`config.mk`:
```
export PLATFORM = sky130hd
export DESIGN_NAME = did_name_response_parser_top
export DESIGN_NICKNAME = d
export VERILOG_FILES = /design/src/hw/rtl/dnrp_pkg.sv /design/src/hw/rtl/did_name_response_parser_top.sv /design/src/hw/rtl/dnrp_label_ram.sv /design/src/hw/rtl/dnrp_scanner.sv /design/src/hw/rtl/dnrp_readout.sv
export VERILOG_INCLUDE_DIRS = /design/src /design/src/hw/rtl
export SDC_FILE = /design/constraint.sdc
export NUM_CORES = 1
export LEC_CHECK = 0
export ABC_AREA = 1
export BUFFER_PORTS_ARGS = -buffer_cell sky130_fd_sc_hd__clkbuf_2
export CELL_PAD_IN_SITES_DETAIL_PLACEMENT = 2
export CELL_PAD_IN_SITES_GLOBAL_PLACEMENT = 2
export CORE_MARGIN = 3
export CORE_UTILIZATION = 40
export CTS_CLUSTER_SIZE = 12
export DETAILED_ROUTE_END_ITERATION = 12
export GPL_ROUTABILITY_DRIVEN = 0
export HOLD_SLACK_MARGIN = 0.1
export PLACE_DENSITY_LB_ADDON = 0.1
export SLEW_MARGIN = 15
export SYNTH_ARGS = -nofsm -noshare
export SYNTH_HDL_FRONTEND = slang
export SYNTH_SLANG_ARGS = --single-unit
```
`constraint.sdc`:
```
create_clock -name clk -period 9.2 [get_ports clk]
set_clock_uncertainty 0.15 [all_clocks]
set_input_delay 0 -clock clk [delete_from_list [all_inputs] [get_ports clk]]
set_output_delay 0 -clock clk [all_outputs]
set_load 0.03 [all_outputs]
```
`src/hw/rtl/did_name_response_parser_top_macros.svh`:
```
// Assertion macros used by the readout module of the label extractor.
`ifndef DID_NAME_RESPONSE_PARSER_TOP_MACROS_SVH
`define DID_NAME_RESPONSE_PARSER_TOP_MACROS_SVH

// Same-cycle implication, checked outside reset.
`define DNRP_ASSERT_NOW(label, clk, rst_n, ante, cons) \
    label: assert property (@(posedge clk) disable iff (!rst_n) (ante) |-> (cons)) \
        else $error("dnrp assertion failed");

// Next-cycle implication, checked outside reset.
`define DNRP_ASSERT_NEXT(label, clk, rst_n, ante, cons) \
    label: assert property (@(posedge clk) disable iff (!rst_n) (ante) |=> (cons)) \
        else $error("dnrp assertion failed");

`endif

```
`src/hw/rtl/dnrp_pkg.sv`:
```
// Package with shared constants and types of the label extractor.
`timescale 1ns / 1ps

package dnrp_pkg;

    localparam int LABEL_STORE_DEF = 31;

    localparam int CAP_W  = 6;
    localparam int LEN_W  = 6;
    localparam int LIM_W  = 7;
    localparam int CHAR_W = 7;
    localparam int OUT_W  = 5;

    localparam logic [CAP_W-1:0] CAP_RESET = 6'd32;

    localparam logic [7:0] PAT_BYTE0  = 8'h62;
    localparam logic [7:0] PAT_BYTE1  = 8'hf1;
    localparam logic [7:0] PAT_BYTE2  = 8'h97;
    localparam logic [7:0] PRINT_LOW  = 8'h20;
    localparam logic [7:0] PRINT_HIGH = 8'h7e;
    localparam logic [7:0] TERM_ZERO  = 8'h00;
    localparam logic [7:0] TERM_ONES  = 8'hff;

    typedef struct packed {
        logic             valid;
        logic             ok;
        logic [LEN_W-1:0] len;
    } run_end_t;

endpackage

```
`src/hw/rtl/did_name_response_parser_top.sv`:
```
// Top level of the identifier label extractor for diagnostic responses.
`timescale 1ns / 1ps

// Usage:
// A payload byte is transferred on data_byte and last_byte at a rising edge where start
// is high and busy is low. Bytes within a payload may arrive in every cycle.
// The block looks for the sequence 62 F1 97 and collects the printable label after it
// into an internal label memory, one byte per cycle.
// On the byte marked last, busy rises. A missing or invalid label gives a single
// not-found transfer in the next cycle. Otherwise the n label characters follow as n
// transfers in consecutive cycles; each passes the readout state register and then the
// registered read of the label memory, which is read at one address per cycle.
// Each result is shown for one cycle, flagged by result_valid; the receiver cannot stall.
// busy falls in the cycle after the final result.
// The capacity register is written over cfg_valid/cfg_ready/cfg_data; cfg_ready is
// always high and writes are expected only while the block is idle.
// Reset clears the run state and sets the capacity to 32; the label memory is not cleared.

module did_name_response_parser_top #(
    parameter int LABEL_STORE = dnrp_pkg::LABEL_STORE_DEF
) (
    input  logic                        clk,
    input  logic                        rst_n,
    input  logic                        start,
    output logic                        busy,
    input  logic [7:0]                  data_byte,
    input  logic                        last_byte,
    input  logic                        cfg_valid,
    output logic                        cfg_ready,
    input  logic [dnrp_pkg::CAP_W-1:0]  cfg_data,
    output logic                        result_valid,
    output logic                        found,
    output logic [dnrp_pkg::CHAR_W-1:0] label_char,
    output logic [dnrp_pkg::OUT_W-1:0]  char_index,
    output logic [dnrp_pkg::OUT_W-1:0]  label_length,
    output logic                        last_result
);

    localparam int CW = $clog2(LABEL_STORE + 1);
    localparam int AW = (LABEL_STORE > 1) ? $clog2(LABEL_STORE) : 1;

    logic                        accept;
    logic                        wr_en;
    logic [AW-1:0]               wr_addr;
    logic [dnrp_pkg::CHAR_W-1:0] wr_data;
    logic                        rd_en;
    logic [AW-1:0]               rd_addr;
    logic [dnrp_pkg::CHAR_W-1:0] rd_data;
    dnrp_pkg::run_end_t          run_end;

    assign accept = start && !busy;

    dnrp_scanner #(
        .LABEL_STORE (LABEL_STORE),
        .CW          (CW),
        .AW          (AW)
    ) u_scanner (
        .clk       (clk),
        .rst_n     (rst_n),
        .accept    (accept),
        .data_byte (data_byte),
        .last_byte (last_byte),
        .cfg_valid (cfg_valid),
        .cfg_ready (cfg_ready),
        .cfg_data  (cfg_data),
        .wr_en     (wr_en),
        .wr_addr   (wr_addr),
        .wr_data   (wr_data),
        .run_end   (run_end)
    );

    dnrp_label_ram #(
        .DEPTH (LABEL_STORE),
        .AW    (AW)
    ) u_label_ram (
        .clk     (clk),
        .wr_en   (wr_en),
        .wr_addr (wr_addr),
        .wr_data (wr_data),
        .rd_en   (rd_en),
        .rd_addr (rd_addr),
        .rd_data (rd_data)
    );

    dnrp_readout #(
        .LABEL_STORE (LABEL_STORE),
        .CW          (CW),
        .AW          (AW)
    ) u_readout (
        .clk          (clk),
        .rst_n        (rst_n),
        .run_end      (run_end),
        .rd_en        (rd_en),
        .rd_addr      (rd_addr),
        .rd_data      (rd_data),
        .busy         (busy),
        .result_valid (result_valid),
        .found        (found),
        .label_char   (label_char),
        .char_index   (char_index),
        .label_length (label_length),
        .last_result  (last_result)
    );

endmodule

```
`src/hw/rtl/dnrp_label_ram.sv`:
```
// Label store: single write port, registered read port.
`timescale 1ns / 1ps

module dnrp_label_ram #(
    parameter int DEPTH = dnrp_pkg::LABEL_STORE_DEF,
    parameter int AW    = 5
) (
    input  logic                        clk,
    input  logic                        wr_en,
    input  logic [AW-1:0]               wr_addr,
    input  logic [dnrp_pkg::CHAR_W-1:0] wr_data,
    input  logic                        rd_en,
    input  logic [AW-1:0]               rd_addr,
    output logic [dnrp_pkg::CHAR_W-1:0] rd_data
);

    logic [dnrp_pkg::CHAR_W-1:0] mem [DEPTH];
    logic [dnrp_pkg::CHAR_W-1:0] rd_data_reg;

    always_ff @(posedge clk)
    begin
        if (wr_en)
        begin
            mem[wr_addr] <= wr_data;
        end
    end

    always_ff @(posedge clk)
    begin
        if (rd_en)
        begin
            rd_data_reg <= mem[rd_addr];
        end
    end

    assign rd_data = rd_data_reg;

endmodule

```
`src/hw/rtl/dnrp_scanner.sv`:
```
// Byte scanner: pattern search, label collection and capacity register.
`timescale 1ns / 1ps

module dnrp_scanner #(
    parameter int LABEL_STORE = dnrp_pkg::LABEL_STORE_DEF,
    parameter int CW          = 5,
    parameter int AW          = 5
) (
    input  logic                        clk,
    input  logic                        rst_n,
    input  logic                        accept,
    input  logic [7:0]                  data_byte,
    input  logic                        last_byte,
    input  logic                        cfg_valid,
    output logic                        cfg_ready,
    input  logic [dnrp_pkg::CAP_W-1:0]  cfg_data,
    output logic                        wr_en,
    output logic [AW-1:0]               wr_addr,
    output logic [dnrp_pkg::CHAR_W-1:0] wr_data,
    output dnrp_pkg::run_end_t          run_end
);

    localparam logic [1:0] PH_SEARCH  = 2'd0;
    localparam logic [1:0] PH_COLLECT = 2'd1;
    localparam logic [1:0] PH_DONE    = 2'd2;
    localparam logic [1:0] PH_INVALID = 2'd3;

    localparam logic [dnrp_pkg::LIM_W-1:0] STORE_LIM = dnrp_pkg::LIM_W'(LABEL_STORE);

    logic [1:0]                  phase_reg, phase_next;
    logic [1:0]                  match_reg, match_next;
    logic [CW-1:0]               count_reg, count_next;
    logic [CW-1:0]               trim_reg, trim_next;
    logic [dnrp_pkg::CAP_W-1:0]  cap_reg;
    logic [dnrp_pkg::CAP_W-1:0]  cap_m1;
    logic [dnrp_pkg::LIM_W-1:0]  limit;
    logic                        printable;

    assign cfg_ready = 1'b1;
    assign cap_m1    = (cap_reg == '0) ? '0 : cap_reg - 1'b1;
    assign limit     = (dnrp_pkg::LIM_W'(cap_m1) > STORE_LIM) ? STORE_LIM
                                                              : dnrp_pkg::LIM_W'(cap_m1);
    assign printable = (data_byte >= dnrp_pkg::PRINT_LOW) && (data_byte <= dnrp_pkg::PRINT_HIGH);
    assign wr_addr   = count_reg[AW-1:0];
    assign wr_data   = data_byte[dnrp_pkg::CHAR_W-1:0];

    always_comb
    begin
        phase_next = phase_reg;
        match_next = match_reg;
        count_next = count_reg;
        trim_next  = trim_reg;
        wr_en      = 1'b0;
        run_end    = '0;
        if (accept)
        begin
            unique case (phase_reg)
                PH_SEARCH:
                begin
                    if (match_reg == 2'd2 && data_byte == dnrp_pkg::PAT_BYTE2)
                    begin
                        match_next = 2'd0;
                        phase_next = PH_COLLECT;
                    end
                    else if (match_reg == 2'd1 && data_byte == dnrp_pkg::PAT_BYTE1)
                    begin
                        match_next = 2'd2;
                    end
                    else
                    begin
                        match_next = (data_byte == dnrp_pkg::PAT_BYTE0) ? 2'd1 : 2'd0;
                    end
                end
                PH_COLLECT:
                begin
                    priority if (dnrp_pkg::LIM_W'(count_reg) >= limit)
                    begin
                        phase_next = PH_DONE;
                    end
                    else if (data_byte == dnrp_pkg::TERM_ZERO ||
                             data_byte == dnrp_pkg::TERM_ONES)
                    begin
                        phase_next = PH_DONE;
                    end
                    else if (!printable)
                    begin
                        phase_next = PH_INVALID;
                    end
                    else
                    begin
                        wr_en      = 1'b1;
                        count_next = count_reg + 1'b1;
                        if (data_byte != dnrp_pkg::PRINT_LOW)
                        begin
                            trim_next = count_reg + 1'b1;
                        end
                    end
                end
                default:
                begin
                end
            endcase
            if (last_byte)
            begin
                run_end.valid = 1'b1;
                run_end.ok    = (phase_next == PH_COLLECT || phase_next == PH_DONE) &&
                                (trim_next != '0);
                run_end.len   = dnrp_pkg::LEN_W'(trim_next);
                phase_next    = PH_SEARCH;
                match_next    = 2'd0;
                count_next    = '0;
                trim_next     = '0;
            end
        end
    end

    always_ff @(posedge clk or negedge rst_n)
    begin
        if (!rst_n)
        begin
            phase_reg <= PH_SEARCH;
            match_reg <= 2'd0;
            count_reg <= '0;
            trim_reg  <= '0;
            cap_reg   <= dnrp_pkg::CAP_RESET;
        end
        else
        begin
            phase_reg <= phase_next;
            match_reg <= match_next;
            count_reg <= count_next;
            trim_reg  <= trim_next;
            if (cfg_valid && cfg_ready)
            begin
                cap_reg <= cfg_data;
            end
        end
    end

endmodule

```
`src/hw/rtl/dnrp_readout.sv`:
```
// Readout sequencer: walks the label store and forms the result transfers.
`timescale 1ns / 1ps

`include "did_name_response_parser_top_macros.svh"

module dnrp_readout #(
    parameter int LABEL_STORE = dnrp_pkg::LABEL_STORE_DEF,
    parameter int CW          = 5,
    parameter int AW          = 5
) (
    input  logic                        clk,
    input  logic                        rst_n,
    input  dnrp_pkg::run_end_t          run_end,
    output logic                        rd_en,
    output logic [AW-1:0]               rd_addr,
    input  logic [dnrp_pkg::CHAR_W-1:0] rd_data,
    output logic                        busy,
    output logic                        result_valid,
    output logic                        found,
    output logic [dnrp_pkg::CHAR_W-1:0] label_char,
    output logic [dnrp_pkg::OUT_W-1:0]  char_index,
    output logic [dnrp_pkg::OUT_W-1:0]  label_length,
    output logic                        last_result
);

    localparam logic RO_IDLE = 1'b0;
    localparam logic RO_READ = 1'b1;

    logic                       state_reg, state_next;
    logic [CW-1:0]              idx_reg, idx_next;
    logic [CW-1:0]              len_reg, len_next;
    logic                       pv_reg, pv_next;
    logic                       pfound_reg, pfound_next;
    logic [dnrp_pkg::OUT_W-1:0] pidx_reg, pidx_next;
    logic [dnrp_pkg::OUT_W-1:0] plen_reg, plen_next;
    logic                       plast_reg, plast_next;
    logic                       at_end;

    assign at_end  = (CW'(idx_reg + 1'b1) == len_reg);
    assign rd_addr = idx_reg[AW-1:0];

    always_comb
    begin
        state_next  = state_reg;
        idx_next    = idx_reg;
        len_next    = len_reg;
        pv_next     = 1'b0;
        pfound_next = pfound_reg;
        pidx_next   = pidx_reg;
        plen_next   = plen_reg;
        plast_next  = plast_reg;
        rd_en       = 1'b0;
        unique case (state_reg)
            RO_IDLE:
            begin
                if (run_end.valid)
                begin
                    if (run_end.ok)
                    begin
                        state_next = RO_READ;
                        idx_next   = '0;
                        len_next   = CW'(run_end.len);
                    end
                    else
                    begin
                        pv_next     = 1'b1;
                        pfound_next = 1'b0;
                        pidx_next   = '0;
                        plen_next   = '0;
                        plast_next  = 1'b1;
                    end
                end
            end
            RO_READ:
            begin
                rd_en       = 1'b1;
                pv_next     = 1'b1;
                pfound_next = 1'b1;
                pidx_next   = dnrp_pkg::OUT_W'(idx_reg);
                plen_next   = dnrp_pkg::OUT_W'(len_reg);
                plast_next  = at_end;
                if (at_end)
                begin
                    state_next = RO_IDLE;
                end
                else
                begin
                    idx_next = idx_reg + 1'b1;
                end
            end
            default:
            begin
                state_next = RO_IDLE;
            end
        endcase
    end

    always_ff @(posedge clk or negedge rst_n)
    begin
        if (!rst_n)
        begin
            state_reg <= RO_IDLE;
            idx_reg   <= '0;
            len_reg   <= '0;
            pv_reg    <= 1'b0;
        end
        else
        begin
            state_reg <= state_next;
            idx_reg   <= idx_next;
            len_reg   <= len_next;
            pv_reg    <= pv_next;
        end
    end

    always_ff @(posedge clk)
    begin
        pfound_reg <= pfound_next;
        pidx_reg   <= pidx_next;
        plen_reg   <= plen_next;
        plast_reg  <= plast_next;
    end

    assign busy         = (state_reg != RO_IDLE) || pv_reg;
    assign result_valid = pv_reg;
    assign found        = pfound_reg;
    assign label_char   = pfound_reg ? rd_data : '0;
    assign char_index   = pidx_reg;
    assign label_length = plen_reg;
    assign last_result  = plast_reg;

    `DNRP_ASSERT_NOW(a_idx_in_range, clk, rst_n, state_reg == RO_READ, idx_reg < len_reg)
    `DNRP_ASSERT_NEXT(a_not_found_single, clk, rst_n,
        state_reg == RO_IDLE && run_end.valid && !run_end.ok,
        pv_reg && !pfound_reg && plast_reg)
    `DNRP_ASSERT_NEXT(a_label_contiguous, clk, rst_n,
        pv_reg && pfound_reg && !plast_reg, pv_reg && pfound_reg)

endmodule
```
Word level (Yosys, flattened, before mapping). Memories as Yosys holds them, arrays and structs flattened. A register that Yosys moved wholly into a read port is not among the register bits. Cells that the tools add are included. Widths: inputs -> output; s select.

Flip-flop bits (word level): 44. Memory bits (writable): 217. Memories kept: 1.

Add/subtract/negate cells: 3. Magnitude comparators: 4. Eq/ne operators: 17. Muxes and demuxes: 58. Bitwise operators: 1. Reduce and logical (&&, ||, !) cells: 21.

Memories: u_label_ram.mem (words 31, width 7, read ports 1, clocked after memory_dff 1, write ports 1, RTL line dnrp_label_ram.sv:17) `logic [dnrp_pkg::CHAR_W-1:0] mem [DEPTH];`.

Operator list (count): $mux 5 (17); $pmux 5 s2 (3); $eq 8x8->1 const B (3); $mux 2 (10); $mux 1 (18); $mux 8 (2); $mux 6 (2); $ne 2x2->1 const B (6); $add 5x1->5 const B (2); $eq 8x7->1 const B (1); $ge 8x6->1 const B (1); $le 8x7->1 const B (1); $logic_not 8->1 (1); $ne 8x6->1 const B (1); $pmux 1 s2 (4); $ge 5x7->1 (1); $mux 7 (1); $eq 2x1->1 const B (3); $gt 6x5->1 const B (1); $logic_not 6->1 (1); $reduce_and 3->1 (2); $reduce_bool 2->1 (3); $sub 6x1->6 const B (1); $eq 5x5->1 (1); other kinds (10) (18).

Logic depth before layout (Yosys ltp).
Depth after elaboration: 16. Gate-level depth with buffers: 22. Mapped depth without buffers: 21.

Modules after synthesis. Synthesis repeated with hierarchy kept, for this count alone.

Cells, all modules: 1153. Area, all modules: 11917.7 sq um.

By module, submodules not included: dnrp_label_ram (times used 1, cells each 778, area an instance 9120.0 sq um, seq. area each 6726.5 sq um); dnrp_scanner (times used 1, cells each 237, area an instance 1616.6 sq um, seq. area each 501.7 sq um); dnrp_readout (times used 1, cells each 136, area an instance 1171.1 sq um, seq. area each 660.6 sq um); did_name_response_parser_top (times used 1, cells each 2, area an instance 10.0 sq um, seq. area each 0.0 sq um).

Worst setup path after synthesis. OpenSTA, ideal clock, no wires.

Path kind: register -> register. From: register u_scanner.cap_reg[2] in the netlist's numbering. To: register u_readout.pidx_reg (netlist bit u_readout.char_index[0]) (enable). Arrival time: 2932 ps. Data required time: 8700 ps. Slack: 5768 ps. Cell stages (with the launch flop): 20. Path buffers: 1. Clock period less this slack: 3432 ps. Path through: dfrtp_1 nor2_1 nand2_1 nor3_1 xor2_1 nor2_1 a21oi_1 ha_1 a21oi_1 nand2_1 nand2_1 nand3_2 nor2_8 nand3_4 o21ai_4 nand2_2 o21bai_4 buf_6 nand2_2 nand2_1.

Longest elaborated chain between the ends: 15. Elaborated cells between the ends (all ways): 21. Classes of those cells: add/sub (1); order compare (2); eq/ne (3); mux (10); reduce/logical (5).

RTL lines: start, declared (RTL line dnrp_scanner.sv:34) `logic [dnrp_pkg::CAP_W-1:0] cap_reg;`; start signal, assigned (RTL line dnrp_scanner.sv:125) `cap_reg <= dnrp_pkg::CAP_RESET;`; start signal, assigned (RTL line dnrp_scanner.sv:135) `cap_reg <= cfg_data;`; $sub 6x1->6 / $logic_not 6->1 (equally long branches) (RTL line dnrp_scanner.sv:40) `assign cap_m1 = (cap_reg == '0) ? '0 : cap_reg - 1'b1;`; $mux 6 * (RTL line dnrp_scanner.sv:40); $gt 6x5->1 (RTL line dnrp_scanner.sv:41) `assign limit = (dnrp_pkg::LIM_W'(cap_m1) > STORE_LIM) ? STORE_LIM`; $mux 6 * (RTL line dnrp_scanner.sv:41); $ge 5x7->1 * (RTL line dnrp_scanner.sv:76) `priority if (dnrp_pkg::LIM_W'(count_reg) >= limit)`; $mux 2 (RTL line dnrp_scanner.sv:76); $pmux 2 s2 (RTL line dnrp_scanner.sv:57) `unique case (phase_reg)`; $mux 2 (RTL line dnrp_scanner.sv:55) `if (accept)`; $eq 2x1->1 / $eq 2x2->1 (equally long branches) (RTL line dnrp_scanner.sv:106) `run_end.ok = (phase_next == PH_COLLECT || phase_next == PH_DONE) &&`; $logic_or 1x1->1 (RTL line dnrp_scanner.sv:106); $logic_and 1x1->1 * (RTL line dnrp_scanner.sv:106); $mux 8 * (RTL line dnrp_scanner.sv:103) `if (last_byte)`; $mux 8 * (RTL line dnrp_scanner.sv:55); $ne 2x2->1 (no source line) *; $reduce_and 2->1 (no source line) *; end signal, assigned (RTL line dnrp_readout.sv:119) `pidx_reg <= pidx_next;`; end, declared (RTL line dnrp_readout.sv:34) `logic [dnrp_pkg::OUT_W-1:0] pidx_reg, pidx_next;`.

Every way passes the cells marked *; elsewhere a longest branch is shown, timed or not. The select of a mux whose other input is x is not followed. A chain may end at the register's enable or synchronous reset.

Worst setup path after layout.
From: register u_scanner.cap_reg[2] in the netlist's numbering. To: memory u_label_ram.mem[2][3] in the netlist's numbering (enable).

Longest elaborated chain between the ends: 10. Elaborated cells between the ends (all ways): 11. Classes of those cells: add/sub (1); order compare (2); mux (7); reduce/logical (1).

RTL lines: $sub 6x1->6 / $logic_not 6->1 (equally long branches) (RTL line dnrp_scanner.sv:40); $mux 6 * (RTL line dnrp_scanner.sv:40); $gt 6x5->1 (RTL line dnrp_scanner.sv:41); $mux 6 * (RTL line dnrp_scanner.sv:41); $ge 5x7->1 * (RTL line dnrp_scanner.sv:76); $mux 1 * (RTL line dnrp_scanner.sv:76); $mux 1 * (RTL line dnrp_scanner.sv:57); $mux 1 * (RTL line dnrp_scanner.sv:55); $mux 1 * (RTL line dnrp_label_ram.sv:22) `if (wr_en)`; $mux 1 (implied by the code) * (RTL line dnrp_label_ram.sv:24) `mem[wr_addr] <= wr_data;`; end, declared (RTL line dnrp_label_ram.sv:17).

Every way passes the cells marked *; elsewhere a longest branch is shown, timed or not.

==> impl_metrics.xml <==
<?xml version="1.0" encoding="UTF-8"?>
<metrics>
  <group name="floorplanning">
    <metric name="dieArea" unit="sq mm">0.03071</metric>
    <metric name="start_util" unit="">0.4090</metric>
    <metric name="placementRows" unit="">61</metric>
    <metric name="die_width" unit="um">175.2</metric>
    <metric name="core_area" unit="sq mm">0.02801</metric>
    <metric name="dieHeight" unit="um">175.2</metric>
    <metric name="pin_count" unit="">41</metric>
  </group>
  <group name="finish">
    <metric name="area_growth" unit="%">16.60</metric>
    <metric name="fin_cells" unit="">1450</metric>
    <metric name="seq_cell_area" unit="sq mm">0.007894</metric>
    <metric name="layout.nets" unit="">1080</metric>
    <metric name="layout-drive-gt1-share" unit="">0.1185</metric>
    <metric name="multiInputGateArea" unit="sq mm">0.003141</metric>
    <metric name="antenna-diode-count" unit="">0</metric>
    <metric name="largest_reg_flops" unit="">217</metric>
    <metric name="layout.filler_cells" unit="">2790</metric>
  </group>
  <group name="clock_network">
    <metric name="clockRootBuffer" unit="">sky130_fd_sc_hd__clkbuf_16</metric>
    <metric name="clock_sink_count" unit="">268</metric>
    <metric name="clk_latency" unit="ps">560</metric>
    <metric name="cts_repair_resize_count" unit="">0</metric>
    <metric name="cts_made_buffers" unit="">31</metric>
    <metric name="clk_pin_slew_worst_paths" unit="ps">60</metric>
    <metric name="post_cts_buffers" unit="">0</metric>
    <metric name="clk_path_buf_depth" unit="">3</metric>
    <metric name="tritoncts" unit="">built</metric>
    <metric name="cts_hold_repair.buffers" unit="">33</metric>
    <metric name="htree_levels" unit="">1</metric>
  </group>
  <group name="synth">
    <metric name="yosys-mux-area-fraction" unit="">0.0009829</metric>
    <metric name="synth.largest_area_cell" unit="">sky130_fd_sc_hd__edfxtp_1</metric>
    <metric name="synth.yosys.warnings" unit="">0</metric>
    <metric name="synth_xor_area_frac" unit="">0.01070</metric>
    <metric name="synth_edf_count" unit="">236</metric>
    <metric name="mean_cell_area_of_the_mapped_netlist" unit="sq um">11.62</metric>
    <metric name="post_synth_fa_ha_maj_area_fraction" unit="">0.01310</metric>
    <metric name="syn-num-nets" unit="">1017</metric>
    <metric name="most_used_standard_cell_by_instance_count_after_synthesis" unit="">sky130_fd_sc_hd__edfxtp_1</metric>
    <metric name="fraction_of_the_yosys_area_taken_by_sequential_cells" unit="">0.6885</metric>
    <metric name="synth.cells.most_frequent" unit="">sky130_fd_sc_hd__edfxtp_1 (236), sky130_fd_sc_hd__nand2_1 (142), sky130_fd_sc_hd__nor2_1 (136)</metric>
    <metric name="yosys.area_share.simple" unit="">0.1326</metric>
    <metric name="syn-cell-area" unit="sq mm">0.01146</metric>
    <metric name="synthTopCellsByArea" unit="">sky130_fd_sc_hd__edfxtp_1 (62%), sky130_fd_sc_hd__dfrtp_1 (6.8%), sky130_fd_sc_hd__o21ai_0 (4.9%), sky130_fd_sc_hd__nand2_1 (4.7%), sky130_fd_sc_hd__nor2_1 (4.5%)</metric>
    <metric name="synth_compound_gate_area_share" unit="">0.1164</metric>
    <metric name="yosys.cell_types.count" unit="">50</metric>
    <metric name="synth-async-reset-ratio" unit="">0.1194</metric>
    <metric name="synth_cells" unit="">986</metric>
    <metric name="ys_seq_elements" unit="">268</metric>
    <metric name="postSynth.topFlopCell" unit="">sky130_fd_sc_hd__edfxtp_1</metric>
    <metric name="largest_family_of_logic_cells_by_synthesized_area" unit="">simple AND/OR/NAND/NOR gates</metric>
    <metric name="netlist.area_leader.share" unit="">0.6185</metric>
  </group>
  <group name="critical_path">
    <metric name="ff2ff_setup_slack" unit="ps">4630</metric>
    <metric name="cp_capture_type" unit="">register</metric>
    <metric name="worstPathBufferInverterCount" unit="">0</metric>
    <metric name="worst-path-max-fanout" unit="">8</metric>
    <metric name="worstSetupStartpoint" unit="">u_scanner.cap_reg[2]$_DFFE_PN0P_</metric>
    <metric name="regToRegEndpoint" unit="">u_label_ram.mem[2][3]$_DFFE_PP_</metric>
    <metric name="worst_setup_path_start_kind" unit="">register</metric>
    <metric name="cp.required" unit="ps">9240</metric>
    <metric name="worst-path-stages" unit="">16</metric>
    <metric name="crit_path_cells" unit="">nor2_1, nand2_1, nor3_1, xor2_1, nor2_1, a21oi_1, ha_1, a21oi_1, nand2_1, nand2_1, nand3_2, nor2_8, nand2_1, nor2_1, nand2_1, nor2_1</metric>
    <metric name="critPathMostFrequentCell" unit="">sky130_fd_sc_hd__nand2_1</metric>
    <metric name="cpLargestDelayFamily" unit="">simple AND/OR/NAND/NOR gates</metric>
    <metric name="critPathMaxStageDelay" unit="ps">680</metric>
    <metric name="timing.critical_path.to" unit="">u_label_ram.mem[2][3]$_DFFE_PP_</metric>
    <metric name="r2r-start" unit="">u_scanner.cap_reg[2]$_DFFE_PN0P_</metric>
    <metric name="critical_path_class" unit="">reg2reg</metric>
    <metric name="worst_path_max_delay_cell" unit="">sky130_fd_sc_hd__nor2_1</metric>
    <metric name="cp_data_arrival_time" unit="ps">4610</metric>
    <metric name="worst-r2r-cell-count" unit="">16</metric>
  </group>
  <group name="sta">
    <metric name="rsz0062_at_grt" unit="">no</metric>
    <metric name="hold_viol_final" unit="">0</metric>
    <metric name="setup_violations" unit="">0</metric>
    <metric name="max_slew_margin" unit="">0.2689</metric>
    <metric name="min_period_over_period" unit="">0.4971</metric>
    <metric name="drv_slew" unit="">0</metric>
    <metric name="max_freq" unit="MHz">218.7</metric>
    <metric name="tightest_slew" unit="ps">1097</metric>
    <metric name="min_period" unit="ps">4573</metric>
    <metric name="fin_setup_tns" unit="ps">0</metric>
  </group>
  <group name="grt">
    <metric name="grt_antenna_before_repair" unit="">0</metric>
    <metric name="grt_pass1_wl" unit="mm">56.57</metric>
    <metric name="grt_pass1_vias" unit="">8966</metric>
    <metric name="grt_remaining_overflow" unit="">0</metric>
    <metric name="largest_net_degree_at_the_start_of_global_routing" unit="">85</metric>
    <metric name="track_usage" unit="">0.2451</metric>
  </group>
  <group name="drt">
    <metric name="drt_drc_violations_left" unit="">0</metric>
    <metric name="post_drt_wl_per_cell" unit="um">25.50</metric>
    <metric name="ant_nets" unit="">0</metric>
    <metric name="drt_first_pass_iters" unit="">5</metric>
    <metric name="detail_route.wirelength" unit="mm">36.97</metric>
    <metric name="route.detailed.vias_per_inst" unit="">5.589</metric>
    <metric name="vias" unit="">8104</metric>
    <metric name="initialDrtViolationCount" unit="">668</metric>
  </group>
  <group name="place">
    <metric name="dp_hpwl" unit="mm">22.70</metric>
    <metric name="post-place-cells" unit="">1361</metric>
    <metric name="port_buffers" unit="">39</metric>
  </group>
  <group name="pwr">
    <metric name="irDropWorstVdd" unit="mV">0.2032</metric>
    <metric name="power-per-cell-area" unit="mW/mm^2">291.3</metric>
    <metric name="leakagePower" unit="nW">4.850</metric>
  </group>
  <group name="flow_run">
    <metric name="maxCapViolations" unit="">0</metric>
  </group>
  <group name="min_path">
    <metric name="worst_min_path_class" unit="">in2reg</metric>
  </group>
  <group name="outcome">
    <metric name="status" unit="">finished, final reports clean</metric>
  </group>
</metrics>
-- layer usage --
layer	track usage	up-vias	routed length, um
li1	-	3666	-
met3	0.03542	68	1346
met1	0.3354	4190	16860
met2	0.4107	180	17760
met5	0	-	0
met4	0.06749	0	1000
-- power breakdown --
part           internal, mW  switching (mW)
clock                 0.777           0.491
sequential             1.40          0.0920
combinational         0.304           0.828
total                  2.48            1.41
-- kinds of logic (layout without fill, tap and decap cells) --
logic type / count (synthesis) / after routing
adders and majority gates: 12 / 12
AOI/OAI and AO/OA: 233 / 233
muxes: 1 / 1
buffers and inverters: 108 / 194
and+or+nand+nor: 349 / 349
DFF: 268 / 268
xor gates and xnor gates: 14 / 14
other: 1 / 1
-- layout by cell type, fill, tap and decap left out, drive strengths merged, types with 2 or more instances in the layout --
| cell type | synthesis | routed |
|---|---|---|
| a21o | 2 | 2 |
| a21oi | 43 | 43 |
| a221oi | 4 | 4 |
| buf | 14 | 9 |
| bufinv | 0 | 6 |
| clkbuf | 36 | 73 |
| clkinv | 2 | 17 |
| dfrtp | 31 | 31 |
| dlygate4sd3 | 0 | 32 |
| edfxtp | 236 | 236 |
| ha | 12 | 12 |
| inv | 56 | 56 |
| nand2 | 146 | 146 |
| nand3 | 44 | 44 |
| nand4 | 8 | 8 |
| nor2 | 143 | 143 |
| nor3 | 3 | 3 |
| nor3b | 2 | 2 |
| nor4 | 2 | 2 |
| o21ai | 118 | 118 |
| o221ai | 8 | 8 |
| o22ai | 48 | 48 |
| o311ai | 2 | 2 |
| o32ai | 2 | 2 |
| xnor2 | 4 | 4 |
| xor2 | 10 | 10 |
-- metrics by stage --
| step | hold slack (ps) | util | worst slack (ps) | area (sq um) | total power [mW] |
|---|---|---|---|---|---|
| after global routing | 210.9 | 0.4769 | 4287 | 13360 | 4.091 |
| after detailed placement | 29.83 | 0.4277 | 4758 | 11980 | 2.626 |
| after CTS | 126.0 | 0.4769 | 4761 | 13360 | 3.924 |
| final | 187.0 | 0.4769 | 4627 | 13360 | 3.891 |
| after floorplan | -445.6 | - | 5768 | 11460 | 2.181 |
| after global placement | 10.27 | 0.4277 | 5060 | 11980 | 2.598 |
-- tightest hold or removal path, cell delays in order --
cell and delay [ps]:
sky130_fd_sc_hd__clkbuf_2 200, sky130_fd_sc_hd__o21ai_0 120, sky130_fd_sc_hd__dlygate4sd3_1 550
-- how the worst min path moves through the flow --
stage / startpoint / end / slack [ps] / cells after the start
after detailed placement: rst_n / u_readout.rd_addr[2]$_DFFE_PN0P_ / 30 / 1
after CTS: cfg_valid / u_scanner.cap_reg[5]$_DFFE_PN1P_ / 130 / 3
final: cfg_valid / u_scanner.cap_reg[5]$_DFFE_PN1P_ / 190 / 3
after global routing: cfg_valid / u_scanner.cap_reg[5]$_DFFE_PN1P_ / 210 / 3
after floorplan: rst_n / u_readout.len_reg[0]$_DFFE_PN0P_ / -450 / 0
after global placement: rst_n / u_readout.rd_addr[2]$_DFFE_PN0P_ / 10 / 1
-- area by class of cell --
cell class / count / area share
sequential: 268 / 0.5909
clock buffer: 34 / 0.05891
clock inverter: 22 / 0.01883
inverter: 58 / 0.01630
tap: 378 / 0.03540
multi-input combinational: 610 / 0.2351
timing repair buffer: 80 / 0.04458
No activity file was read; power rests on OpenSTA's default activity.
